[config.mk]
export PLATFORM = sky130hd
export DESIGN_NAME = tone_burst_detector_unit
export DESIGN_NICKNAME = d
export VERILOG_FILES = /design/src/hdl/tbd_pkg.sv /design/src/hdl/tone_burst_detector_unit.sv /design/src/hdl/tbd_ring.sv /design/src/hdl/tbd_mean.sv
export SDC_FILE = /design/constraint.sdc
export NUM_CORES = 1
export LEC_CHECK = 0
export ABC_AREA = 1
export BUFFER_PORTS_ARGS = -buffer_cell sky130_fd_sc_hd__buf_2
export CAP_MARGIN = 20
export CORE_MARGIN = 2
export CORE_UTILIZATION = 45
export DETAILED_ROUTE_END_ITERATION = 8
export PLACE_DENSITY = 0.68
export SKIP_LAST_GASP = 1
export SLEW_MARGIN = 20
export SYNTH_ARGS = -nofsm -noshare
export SYNTH_HDL_FRONTEND = slang
export SYNTH_SLANG_ARGS = --single-unit
[constraint.sdc]
create_clock -name clk -period 6.6 [get_ports clk]
set_input_delay 0.33 -clock clk [delete_from_list [all_inputs] [get_ports clk]]
set_output_delay 0.33 -clock clk [all_outputs]
set_load 0.005 [all_outputs]
[src/hdl/tbd_pkg.sv]
`default_nettype none

package tbd_pkg;

  localparam int WINDOW_DEF = 10;

  localparam int SAMPLE_W   = 10;
  localparam int TIME_W     = 32;
  localparam int OFFSET_W   = 10;
  localparam int HOLD_W     = 16;
  localparam int CFG_IDX_W  = 1;
  localparam int CFG_DATA_W = 16;

  // mean is at most 1023, so 10 quotient bits suffice
  localparam int MEAN_W = 10;

  localparam logic [OFFSET_W-1:0] SPIKE_OFFSET_RST = 10'd60;
  localparam logic [HOLD_W-1:0]   HOLD_MS_RST      = 16'd1000;

  // register indexes
  localparam logic [CFG_IDX_W-1:0] REG_SPIKE_OFFSET = 1'b0;
  localparam logic [CFG_IDX_W-1:0] REG_HOLD_MS      = 1'b1;

  typedef struct packed {
    logic                en;
    logic [SAMPLE_W-1:0] data;
  } ring_wr_t;

endpackage

`default_nettype wire

[src/hdl/tone_burst_detector_unit.sv]
// While the ring is filling, an input beat passes from S_IDLE straight to S_FINISH and the
// output register; once it is full, the serial ring sum and reciprocal multiply in tbd_mean come between.
// Beats are taken one at a time: in_stall holds off the next beat until S_FINISH is done.
// A new beat is taken while the previous result still waits in the output register.
// Reset (synchronous, active high) clears the sequencer, fill count, write slot,
// spike state and restores spike_offset = 60, hold_ms = 1000; ring contents are kept.
`default_nettype none

module tone_burst_detector_unit #(
  parameter int WINDOW = tbd_pkg::WINDOW_DEF
) (
  input  wire logic                           clk,
  input  wire logic                           rst,
  // input beats
  input  wire logic                           in_valid,
  output logic                                in_stall,
  input  wire logic [tbd_pkg::SAMPLE_W-1:0]   sample,
  input  wire logic [tbd_pkg::TIME_W-1:0]     now_ms,
  // result beats
  output logic                                out_valid,
  input  wire logic                           out_stall,
  output logic                                go,
  output logic                                above,
  output logic      [tbd_pkg::MEAN_W-1:0]     baseline,
  // register writes
  input  wire logic                           cfg_valid,
  output logic                                cfg_ready,
  input  wire logic [tbd_pkg::CFG_IDX_W-1:0]  cfg_index,
  input  wire logic [tbd_pkg::CFG_DATA_W-1:0] cfg_data
);

  localparam int AW    = $clog2(WINDOW);
  localparam int CNT_W = $clog2(WINDOW + 1);

  typedef enum logic [2:0] {
    S_IDLE   = 3'b001,
    S_MEAN   = 3'b010,
    S_FINISH = 3'b100
  } state_t;

  state_t                           state;
  logic [tbd_pkg::OFFSET_W-1:0]     spike_offset;
  logic [tbd_pkg::HOLD_W-1:0]       hold_ms;
  logic [AW-1:0]                    write_slot;
  logic [CNT_W-1:0]                 fill_count;
  logic [tbd_pkg::TIME_W-1:0]       spike_start;
  logic                             spike_live;
  logic [tbd_pkg::SAMPLE_W-1:0]     s_reg;
  logic [tbd_pkg::TIME_W-1:0]       now_reg;

  logic                             accept;
  logic                             warm;
  logic                             mean_start;
  logic                             mean_done;
  logic [tbd_pkg::MEAN_W-1:0]       mean;
  logic                             rd_en;
  logic [AW-1:0]                    rd_addr;
  logic [tbd_pkg::SAMPLE_W-1:0]     rd_data;
  tbd_pkg::ring_wr_t                ring_wr;

  logic                             finish;
  logic [tbd_pkg::MEAN_W:0]         threshold;
  logic                             hit;
  logic [tbd_pkg::TIME_W-1:0]       elapsed;
  logic                             late;
  logic                             store;

  assign in_stall   = (state != S_IDLE);
  assign cfg_ready  = 1'b1;
  assign accept     = in_valid && !in_stall;
  // fill_count saturates at WINDOW, so "not equal" is "still filling"
  assign warm       = (fill_count != CNT_W'(WINDOW));
  assign mean_start = accept && !warm;

  tbd_ring #(.WINDOW(WINDOW)) u_ring (
    .clk     (clk),
    .wr      (ring_wr),
    .wr_addr (write_slot),
    .rd_en   (rd_en),
    .rd_addr (rd_addr),
    .rd_data (rd_data)
  );

  tbd_mean #(.WINDOW(WINDOW)) u_mean (
    .clk     (clk),
    .rst     (rst),
    .start   (mean_start),
    .rd_data (rd_data),
    .rd_en   (rd_en),
    .rd_addr (rd_addr),
    .done    (mean_done),
    .mean    (mean)
  );

  // finish step: needs the output register free (or being emptied)
  assign finish    = (state == S_FINISH) && (!out_valid || !out_stall);
  // threshold formed one bit wider, never wraps
  assign threshold = {1'b0, mean} + {1'b0, spike_offset};
  assign hit       = ({1'b0, s_reg} > threshold);
  // elapsed time wraps modulo 2^32
  assign elapsed   = now_reg - spike_start;
  assign late      = (elapsed > {{(tbd_pkg::TIME_W - tbd_pkg::HOLD_W){1'b0}}, hold_ms});
  // quiet samples and warm-up samples go into the ring
  assign store     = warm || !hit;

  assign ring_wr = '{en: finish && store, data: s_reg};

  always_ff @(posedge clk) begin
    if (accept) begin
      s_reg   <= sample;
      now_reg <= now_ms;
    end
  end

  always_ff @(posedge clk) begin
    if (rst) begin
      spike_offset <= tbd_pkg::SPIKE_OFFSET_RST;
      hold_ms      <= tbd_pkg::HOLD_MS_RST;
    end else if (cfg_valid) begin
      case (cfg_index)
        tbd_pkg::REG_SPIKE_OFFSET: begin
          spike_offset <= cfg_data[tbd_pkg::OFFSET_W-1:0];
        end
        tbd_pkg::REG_HOLD_MS: begin
          hold_ms <= cfg_data[tbd_pkg::HOLD_W-1:0];
        end
        default: begin
        end
      endcase
    end
  end

  always_ff @(posedge clk) begin
    if (rst) begin
      state       <= S_IDLE;
      write_slot  <= '0;
      fill_count  <= '0;
      spike_start <= '0;
      spike_live  <= 1'b0;
      out_valid   <= 1'b0;
      go          <= 1'b0;
      above       <= 1'b0;
      baseline    <= '0;
    end else begin
      // a finishing beat refills the register in the same cycle
      if (out_valid && !out_stall && !finish) begin
        out_valid <= 1'b0;
      end
      case (state)
        S_IDLE: begin
          if (accept) begin
            state <= warm ? S_FINISH : S_MEAN;
          end
        end
        S_MEAN: begin
          if (mean_done) begin
            state <= S_FINISH;
          end
        end
        S_FINISH: begin
          if (finish) begin
            state     <= S_IDLE;
            out_valid <= 1'b1;
            go        <= !warm && hit && spike_live && late;
            above     <= !warm && hit;
            baseline  <= warm ? '0 : mean;
            if (warm) begin
              fill_count <= fill_count + 1'b1;
            end
            if (store) begin
              write_slot <= (write_slot == AW'(WINDOW - 1)) ? '0 : write_slot + 1'b1;
            end
            if (!warm) begin
              if (!hit) begin
                spike_live <= 1'b0;
              end else if (!spike_live) begin
                spike_live  <= 1'b1;
                spike_start <= now_reg;
              end
            end
          end
        end
        default: begin
          state <= S_IDLE;
        end
      endcase
    end
  end

endmodule

`default_nettype wire

[src/hdl/tbd_ring.sv]
`default_nettype none

module tbd_ring #(
  parameter int WINDOW = tbd_pkg::WINDOW_DEF
) (
  input  wire logic                         clk,
  input  wire tbd_pkg::ring_wr_t            wr,
  input  wire logic [$clog2(WINDOW)-1:0]    wr_addr,
  input  wire logic                         rd_en,
  input  wire logic [$clog2(WINDOW)-1:0]    rd_addr,
  output logic      [tbd_pkg::SAMPLE_W-1:0] rd_data
);

  logic [tbd_pkg::SAMPLE_W-1:0] mem [WINDOW];

  always_ff @(posedge clk) begin
    if (wr.en) begin
      mem[wr_addr] <= wr.data;
    end
  end

  always_ff @(posedge clk) begin
    if (rd_en) begin
      rd_data <= mem[rd_addr];
    end
  end

endmodule

`default_nettype wire

[src/hdl/tbd_mean.sv]
`default_nettype none

// Serial ring sum on one shared adder, then one reciprocal multiply for the
// divide by WINDOW.
module tbd_mean #(
  parameter int WINDOW = tbd_pkg::WINDOW_DEF
) (
  input  wire logic                         clk,
  input  wire logic                         rst,
  input  wire logic                         start,
  input  wire logic [tbd_pkg::SAMPLE_W-1:0] rd_data,
  output logic                              rd_en,
  output logic      [$clog2(WINDOW)-1:0]    rd_addr,
  output logic                              done,
  output logic      [tbd_pkg::MEAN_W-1:0]   mean
);

  localparam int AW      = $clog2(WINDOW);
  localparam int CNT_W   = $clog2(WINDOW + 1);
  localparam int SUM_W   = $clog2(WINDOW * ((2 ** tbd_pkg::SAMPLE_W) - 1) + 1);
  // floor(sum / WINDOW) = (sum * RECIP) >> SHIFT, exact for any SUM_W-bit sum
  localparam int SHIFT   = SUM_W + AW;
  localparam int RECIP_W = SUM_W + 1;
  localparam int PROD_W  = SUM_W + RECIP_W;
  localparam logic [RECIP_W-1:0] RECIP = RECIP_W'(((2 ** SHIFT) + WINDOW - 1) / WINDOW);

  typedef enum logic [2:0] {
    M_IDLE  = 3'b001,
    M_SUM   = 3'b010,
    M_SCALE = 3'b100
  } mean_state_t;

  mean_state_t                 state;
  logic [CNT_W-1:0]            issue_cnt;
  logic                        data_ok;
  logic [SUM_W-1:0]            acc;
  logic [SUM_W-1:0]            alu;
  logic [PROD_W-1:0]           prod;

  assign rd_en   = (state == M_SUM) && (issue_cnt != CNT_W'(WINDOW));
  assign rd_addr = issue_cnt[AW-1:0];

  // shared adder: the ring total never exceeds SUM_W bits
  assign alu  = acc + SUM_W'(rd_data);
  assign prod = {{RECIP_W{1'b0}}, acc} * {{SUM_W{1'b0}}, RECIP};

  always_ff @(posedge clk) begin
    if (rst) begin
      state     <= M_IDLE;
      issue_cnt <= '0;
      data_ok   <= 1'b0;
      done      <= 1'b0;
    end else begin
      data_ok <= rd_en;
      done    <= (state == M_SCALE);
      case (state)
        M_IDLE: begin
          if (start) begin
            state     <= M_SUM;
            issue_cnt <= '0;
            acc       <= '0;
          end
        end
        M_SUM: begin
          if (rd_en) begin
            issue_cnt <= issue_cnt + 1'b1;
          end
          if (data_ok) begin
            acc <= alu;
          end
          if (data_ok && (issue_cnt == CNT_W'(WINDOW))) begin
            state <= M_SCALE;
          end
        end
        M_SCALE: begin
          mean  <= prod[SHIFT +: tbd_pkg::MEAN_W];
          state <= M_IDLE;
        end
        default: begin
          state <= M_IDLE;
        end
      endcase
    end
  end

endmodule

`default_nettype wire

==> results.sh, run 1 <==
export IMPL_final_area_sq_um=19340
export IMPL_powerDensity_nw_per_um2=438.5
export IMPL_switchingPower_mw=3.582
export IMPL_ys_ff_latch=268
export IMPL_r2r_end="u_mean.mean[9]"
export IMPL_rsz0062_at_grt="false"
export IMPL_overflow=0
export IMPL_fin_crit_ps=5520
export IMPL_final_cell_mix="352 x nand2_1, 340 x inv_1, 178 x ha_1"
export IMPL_worst_setup_path_start_kind="flip-flop"
export IMPL_fin_crit_sh=0.8363
export IMPL_ys_warn_count=0
export IMPL_place_inst=2461
export IMPL_die_area_sq_um=39370
export IMPL_globalplace_congestion=0.9585
export IMPL_synth_edff_count=176
export IMPL_tns_ps=0
export IMPL_power_frac_comb=0.551
export IMPL_worst_slew_pin_slew_ps=1030
export IMPL_largest_reg_flops=100
export IMPL_grt_pass1_vias=12870
export IMPL_crit_path_top_delay_cell="fa_1"
export IMPL_num_fill_cells=3421
export IMPL_seqCellArea_sq_um=7127
export IMPL_clkLatencyLatePin_ps=570
export IMPL_h_tree_depth=1
export IMPL_grt_use_total=0.2074
export IMPL_r2r_start="u_mean.acc[11]"
export IMPL_root_buffer="clkbuf_16"
export IMPL_fin_nets=2329
export IMPL_fp_dieW_microns=198.4
export IMPL_setup_viol_count_final=0
export IMPL_cts_buffers=29
export IMPL_required_ps=6920
export IMPL_rows=71
export IMPL_ys_types=57
export IMPL_grt_antenna_before_repair=2
export IMPL_ys_seq_area_frac=0.4190
export IMPL_power_frac_clock=0.204
export IMPL_drt_wl_total_microns=39830
export IMPL_wire_per_inst_microns=15.57
export IMPL_initial_core_util=0.4548
export IMPL_area_delta_synth_final_pct=13.72
export IMPL_drive_gt1_frac=0.07523
export IMPL_cp_arrival_ps=5840
export IMPL_ant_nets=0
export IMPL_synthesis_area_sq_um=17010
export IMPL_finalNonFillerCells=2558
export IMPL_final_max_slew_viol_count=0
export IMPL_p_leak_nw=8.782
export IMPL_synth_top_flop_cell="edfxtp_1"
export IMPL_status="complete, no violations"
export IMPL_multi_input_area_sq_um=8406
export IMPL_detailed_place_hpwl_microns=30230
export IMPL_hold_class="input pin to flip-flop"
export IMPL_fmax_mhz=181.2
export IMPL_cts_setup_buffers=0
export IMPL_internal_power_mw=4.898
export IMPL_grt_max_degree=72
export IMPL_crit_chain="fa_1 > fa_1 > fa_1 > inv_1 > fa_1 > inv_1 > fa_1 > inv_1 > fa_1 > inv_1 > ha_1 > nand2_1 > nor3_1 > nand4_1 > nand3_1 > nand3_1 > nand2_1 > nand2_1 > nand3_1 > nand2_1 > nand2_1 > xor2_1"
export IMPL_hp_start="cfg_data[1]"
export IMPL_hold_viol_final=0
export IMPL_cts_tree="built"
export IMPL_dr_pass1_iters=5
export IMPL_slew_headroom=0.3105
export IMPL_skew_ps=8.400
export IMPL_placed_area_sq_um=17890
export IMPL_synth_nets=2213
export IMPL_crit_start="u_mean.acc[11]"
export IMPL_rrSetupSlack_ps=1080
export IMPL_ioPinCount=79
export IMPL_worstPathMaxFanout=5
export IMPL_diodes=0
export IMPL_power_mw=8.481
export IMPL_final_common_cell="nand2_1"
export IMPL_place_port_buffers=77
export IMPL_avgSynthCellArea_sq_um=8.914
export IMPL_worst_setup_path_type="flip-flop to flip-flop"
export IMPL_hold_path_depth=3
export IMPL_grt_pass1_wl_microns=64970
export IMPL_end_kind="flip-flop"
export IMPL_coreArea_sq_um=37400
export IMPL_crit_end="u_mean.mean[9]"
export IMPL_seq_power_share=0.245
export IMPL_max_cap_violations=0
export IMPL_path_clk_slew_ps=70
export IMPL_fp_dieH_microns=198.4
export IMPL_p_sw_frac=0.4224
export IMPL_vias=12900
export IMPL_cpMostUsedCell="fa_1"
export IMPL_slowest_delay_ps=530
export IMPL_first_iter_violations=846
export IMPL_cts_sinks=268
export IMPL_async_reset_ff_frac=0
export IMPL_drc=0
export IMPL_irDropWorstVdd_mv=0.3284
export IMPL_avgViaCountPerCell=5.043
export IMPL_syn_inst=1908
export IMPL_r2r_cells=22
export IMPL_cts_path_max_buffers=3
-- cell usage after synthesis (9+ instances only) --
library cell / count / area, sq um
o21ai_1: 31 / 155.2
a21oi_1: 128 / 640.6
dfxtp_1: 92 / 1842
mux2i_1: 12 / 120.1
inv_1: 340 / 1276
xnor2_1: 9 / 78.83
xor2_1: 27 / 236.5
fa_1: 63 / 1261
nand3_1: 66 / 330.3
edfxtp_1: 176 / 5285
ha_1: 178 / 2227
nand4_1: 15 / 93.84
clkbuf_1: 31 / 116.4
nor2_1: 158 / 593.1
o221ai_1: 12 / 105.1
nand2_1: 352 / 1321
o21ai_0: 106 / 530.5
nor3_1: 21 / 105.1
-- stage by stage --
step,setup WS (ps),util,hold WS (ps)
6_report,1080,0.5172,23.74
5_1_grt,720.7,0.5172,6.499
4_1_cts,1077,0.5171,0.9617
3_5_place_dp,1091,0.4784,453.0
3_3_place_gp,1182,0.4784,446.7
2_1_floorplan,1472,-,422.4
-- timing repair --
action,4_1_cts,5_1_grt
endpoints found under the hold margin,44,0
hold buffers,43,0
setup endpoints to repair,0,0
resized for setup,0,0
-- cells by family after synthesis --
logic type / share of synthesized area
simple gates: 0.1555
buf+inv: 0.08820
compound gates: 0.1064
flops: 0.4190
fa+ha+maj: 0.2051
xor+xnor: 0.01854
mux: 0.007062
other cells: 0.0002205
-- layout make-up --
class	instances	area share
inverter	344	0.06682
clock buffer	42	0.04159
multi-input combinational	1255	0.4346
tap	511	0.03306
timing repair buffer	126	0.04450
sequential	268	0.3685
clock inverter	12	0.01100
-- per-layer routing --
metal  track usage  share of wire
met4       0.05417          0.021
met1        0.2845           0.46
met2        0.3462           0.46
met5             0        0.00040
met3       0.02916          0.054
-- worst min-delay path by stage --
stage                       to  slack (ps)
2_1_floorplan      u_mean.done         420
3_3_place_gp   spike_start[19]         450
3_5_place_dp   spike_start[23]         450
4_1_cts        spike_offset[4]           1
5_1_grt             hold_ms[9]           6
6_report       spike_offset[1]          20
-- power groups by stage --
stage / Clock [mW] / Combinational (mW) / Sequential [mW]
floorplan: 0 / 3.56 / 2.09
global placement: 0 / 4.62 / 2.11
detailed placement: 0 / 4.61 / 2.12
CTS: 1.76 / 4.68 / 2.08
global route: 1.82 / 5.37 / 2.09
finish: 1.73 / 4.67 / 2.08
-- worst max-delay path: cells and delay by family (launching register included) --
family | cells | cell delay, ps
buf+inv | 4 | 200
xor+xnor | 1 | 60
flops | 1 | 490
simple gates | 10 | 1170
fa+ha+maj | 7 | 3330
Power figures use the tool's default switching activity.
==> inputs of run 2 (changes only) <==
--- a/config.mk
+++ b/config.mk
@@ -5,13 +5,13 @@
 export SDC_FILE = /design/constraint.sdc
 export NUM_CORES = 1
 export LEC_CHECK = 0
-export ABC_AREA = 1
+export ABC_AREA = 0
 export BUFFER_PORTS_ARGS = -buffer_cell sky130_fd_sc_hd__buf_2
 export CAP_MARGIN = 20
 export CORE_MARGIN = 2
 export CORE_UTILIZATION = 45
 export DETAILED_ROUTE_END_ITERATION = 8
-export PLACE_DENSITY = 0.68
+export PLACE_DENSITY = 0.69
 export SKIP_LAST_GASP = 1
 export SLEW_MARGIN = 20
 export SYNTH_ARGS = -nofsm -noshare
==> constraint.sdc (replaced) <==
create_clock -name clk -period 5.2 [get_ports clk]
set_input_delay 0.26 -clock clk [delete_from_list [all_inputs] [get_ports clk]]
set_output_delay 0.26 -clock clk [all_outputs]
set_load 0.005 [all_outputs]
==> run 2 against run 1 <==
Compared with the run above: the flow now finishes with violations (setup timing); sequential cell count did not move; register-to-register slack worse by 1600 ps; total power down 43%; synthesized cell count shrank 21%; die area decreased by 4.1%; cell count shrank 14%; critical path type unchanged; highest routed layer is now met4.
==> results.sh, run 2 <==
export IMPL_area_delta_synth_final_pct=19.34
export IMPL_powerDensity_nw_per_um2=249.2
export IMPL_cp_arrival_ps=6020
export IMPL_grt_antenna_before_repair=0
export IMPL_overflow=0
export IMPL_die_area_sq_um=37770
export IMPL_yosys_top_cells_area="edfxtp_1 32%, ha_1 14%, dfxtp_1 11%, fa_1 7.7%, inv_1 4.4%"
export IMPL_setup_ws_ps=-511.6
export IMPL_synth_simple_area_share=0.1105
export IMPL_grt_pass1_wl_microns=58870
export IMPL_violations="setup timing"
export IMPL_root_buffer="clkbuf_16"
export IMPL_slew_headroom=0.4322
export IMPL_synth_top_flop_cell="edfxtp_1"
export IMPL_drt_wl_total_microns=35880
export IMPL_drc=0
export IMPL_netlist_top_cells_count="190 x inv_1, 178 x ha_1, 176 x edfxtp_1, 110 x nand2_1, 105 x nor2_1"
export IMPL_globalplace_congestion=0.8762
export IMPL_grt_use_total=0.1917
export IMPL_rows=69
export IMPL_fmax_mhz=175.1
export IMPL_required_ps=5510
export IMPL_grt_max_degree=65
export IMPL_final_max_slew_viol_count=0
export IMPL_fin_crit_sh=1.098
export IMPL_synth_compound_area_frac=0.1004
export IMPL_worst_setup_path_start_kind="flip-flop"
export IMPL_synth_xor_area_frac=0.02632
export IMPL_ant_nets=0
export IMPL_fin_crit_ps=5712
export IMPL_coreArea_sq_um=35660
export IMPL_yosysMostFrequentCell="inv_1"
export IMPL_max_cap_violations=0
export IMPL_ioPinCount=79
export IMPL_slowest_delay_ps=600
export IMPL_status="finished, violations left"
export IMPL_first_iter_violations=617
export IMPL_dp_slack_ps=-552.4
export IMPL_largest_reg_flops=100
export IMPL_rsz0062_at_grt="true"
export IMPL_fp_dieH_microns=194.4
export IMPL_h_tree_depth=1
export IMPL_grt_pass1_vias=11890
export IMPL_crit_chain="fa_2 > inv_2 > fa_1 > fa_2 > fa_1 > inv_1 > fa_1 > fa_2 > ha_4 > a211oi_2 > o21ai_1 > nand2b_1 > o311ai_4 > a41o_1 > o41a_1 > a21o_1 > a21o_1 > a21oi_2 > xnor2_1"
export IMPL_ys_types=68
export IMPL_ys_ff_latch=268
export IMPL_setup_viol_count_final=5
export IMPL_cts_path_max_buffers=3
export IMPL_cts_tree="built"
export IMPL_avgViaCountPerCell=5.277
export IMPL_wire_per_inst_microns=16.40
export IMPL_end_kind="flip-flop"
export IMPL_p_leak_nw=8.539
export IMPL_muxShareOfSynthArea=0.05586
export IMPL_detailed_place_hpwl_microns=26520
export IMPL_synthesis_area_sq_um=16310
export IMPL_diodes=0
export IMPL_power_mw=4.850
export IMPL_place_port_buffers=77
export IMPL_clkLatencyLatePin_ps=560
export IMPL_yosysTopAreaCell="edfxtp_1"
export IMPL_dr_pass1_iters=7
export IMPL_final_cell_mix="187 x inv_1, 176 x edfxtp_1, 172 x ha_1"
export IMPL_path_clk_slew_ps=60
export IMPL_ys_seq_area_frac=0.4371
export IMPL_fin_util=0.5458
export IMPL_skew_ps=7.723
export IMPL_worst_slew_pin_slew_ps=850.6
export IMPL_cts_buffers=29
export IMPL_worst_setup_path_type="flip-flop to flip-flop"
export IMPL_vias=11550
export IMPL_drive_gt1_frac=0.1575
export IMPL_yosysTopAreaCellShare=0.3241
export IMPL_crit_path_top_delay_cell="fa_2"
export IMPL_fin_nets=2010
export IMPL_rrSetupSlack_ps=-510
export IMPL_worstPathMaxFanout=4
export IMPL_hold_class="input pin to flip-flop"
export IMPL_final_common_cell="inv_1"
export IMPL_ys_warn_count=0
export IMPL_synthAdderAreaFrac=0.2139
export IMPL_fp_dieW_microns=194.4
export IMPL_syn_inst=1499
export IMPL_initial_core_util=0.4573
export IMPL_synth_top_family_by_area="adder cells"
export IMPL_irDropWorstVdd_mv=0.2511
export IMPL_avgSynthCellArea_sq_um=10.88
export IMPL_cts_sinks=268
export IMPL_async_reset_ff_frac=0
export IMPL_synth_edff_count=176
export IMPL_synth_nets=1804
export IMPL_hold_viol_final=0
-- run 2: worst paths after layout --
kind | start | cells after the start | end
max | u_mean.acc[13] | 19 | u_mean.mean[9]
min | out_stall | 3 | out_valid
max reg2reg | u_mean.acc[13] | 19 | u_mean.mean[9]
min reg2reg | baseline[6] | 2 | baseline[6]
-- run 2: what timing repair did --
| action | CTS | global route |
|---|---|---|
| hold buffers | 58 | 0 |
| buffers inserted | 1 | 1 |
| resized for setup | 0 | 12 |
| endpoints found under the setup margin | 6 | 10 |
| gates cloned | 0 | 0 |
| hold endpoints to repair | 68 | 0 |
| pin swaps | 0 | 5 |
-- run 2: power by group --
| part | leakage [nW] | switching, mW | total, mW | internal, mW |
|---|---|---|---|---|
| sequential | 2.39 | 0.0427 | 2.36 | 2.31 |
| combinational | 5.68 | 0.241 | 0.434 | 0.194 |
| clock | 0.469 | 0.850 | 2.06 | 1.21 |
-- run 2: worst max-delay path: cells and delay by family, from the launching register on --
family	cells	cell delay (ps)
buffers and inverters	2	90
AND/OR/NAND/NOR	1	130
flip-flops	1	460
XOR/XNOR	1	90
adder cells (fa/ha/maj)	7	3190
AO/OA/AOI/OAI	8	1530
-- run 2: cells by family (layout without fill, tap and decap cells) --
logic type	after synthesis	after routing
buffers and inverters	238	466
muxes	66	66
AOI/OAI and AO/OA	257	257
adders and majority gates	241	241
xor gates and xnor gates	49	49
other	1	1
DFF	268	268
and+or+nand+nor	379	379
-- run 2: metrics by stage --
step | hold slack, ps | cells | area [sq um] | setup TNS [ps]
after floorplan | 358.9 | 1499 | 16380 | -621.2
after global placement | 436.4 | 2074 | 17810 | -1263
after detailed placement | 438.1 | 2074 | 17820 | -1672
after CTS | 32.26 | 2186 | 19370 | -1707
after global routing | 64.22 | 2188 | 19460 | -2988
final | 56.51 | 2188 | 19460 | -1552
-- run 2: metal layers --
metal,up-vias,GRT usage,part of all wire
met5,-,0,0
li1,5683,-,-
met3,77,0.01943,0.034
met2,233,0.3473,0.50
met1,5554,0.2411,0.43
met4,0,0.06068,0.028
-- run 2: cell type report --
cell class | count | area, sq um
fill | 2995 | 16200
multi-input combinational | 993 | 8453
sequential | 268 | 7128
timing repair buffer | 223 | 1627
clock buffer | 35 | 769.5
inverter | 190 | 713.2
tap | 461 | 576.8
clock inverter | 18 | 192.7
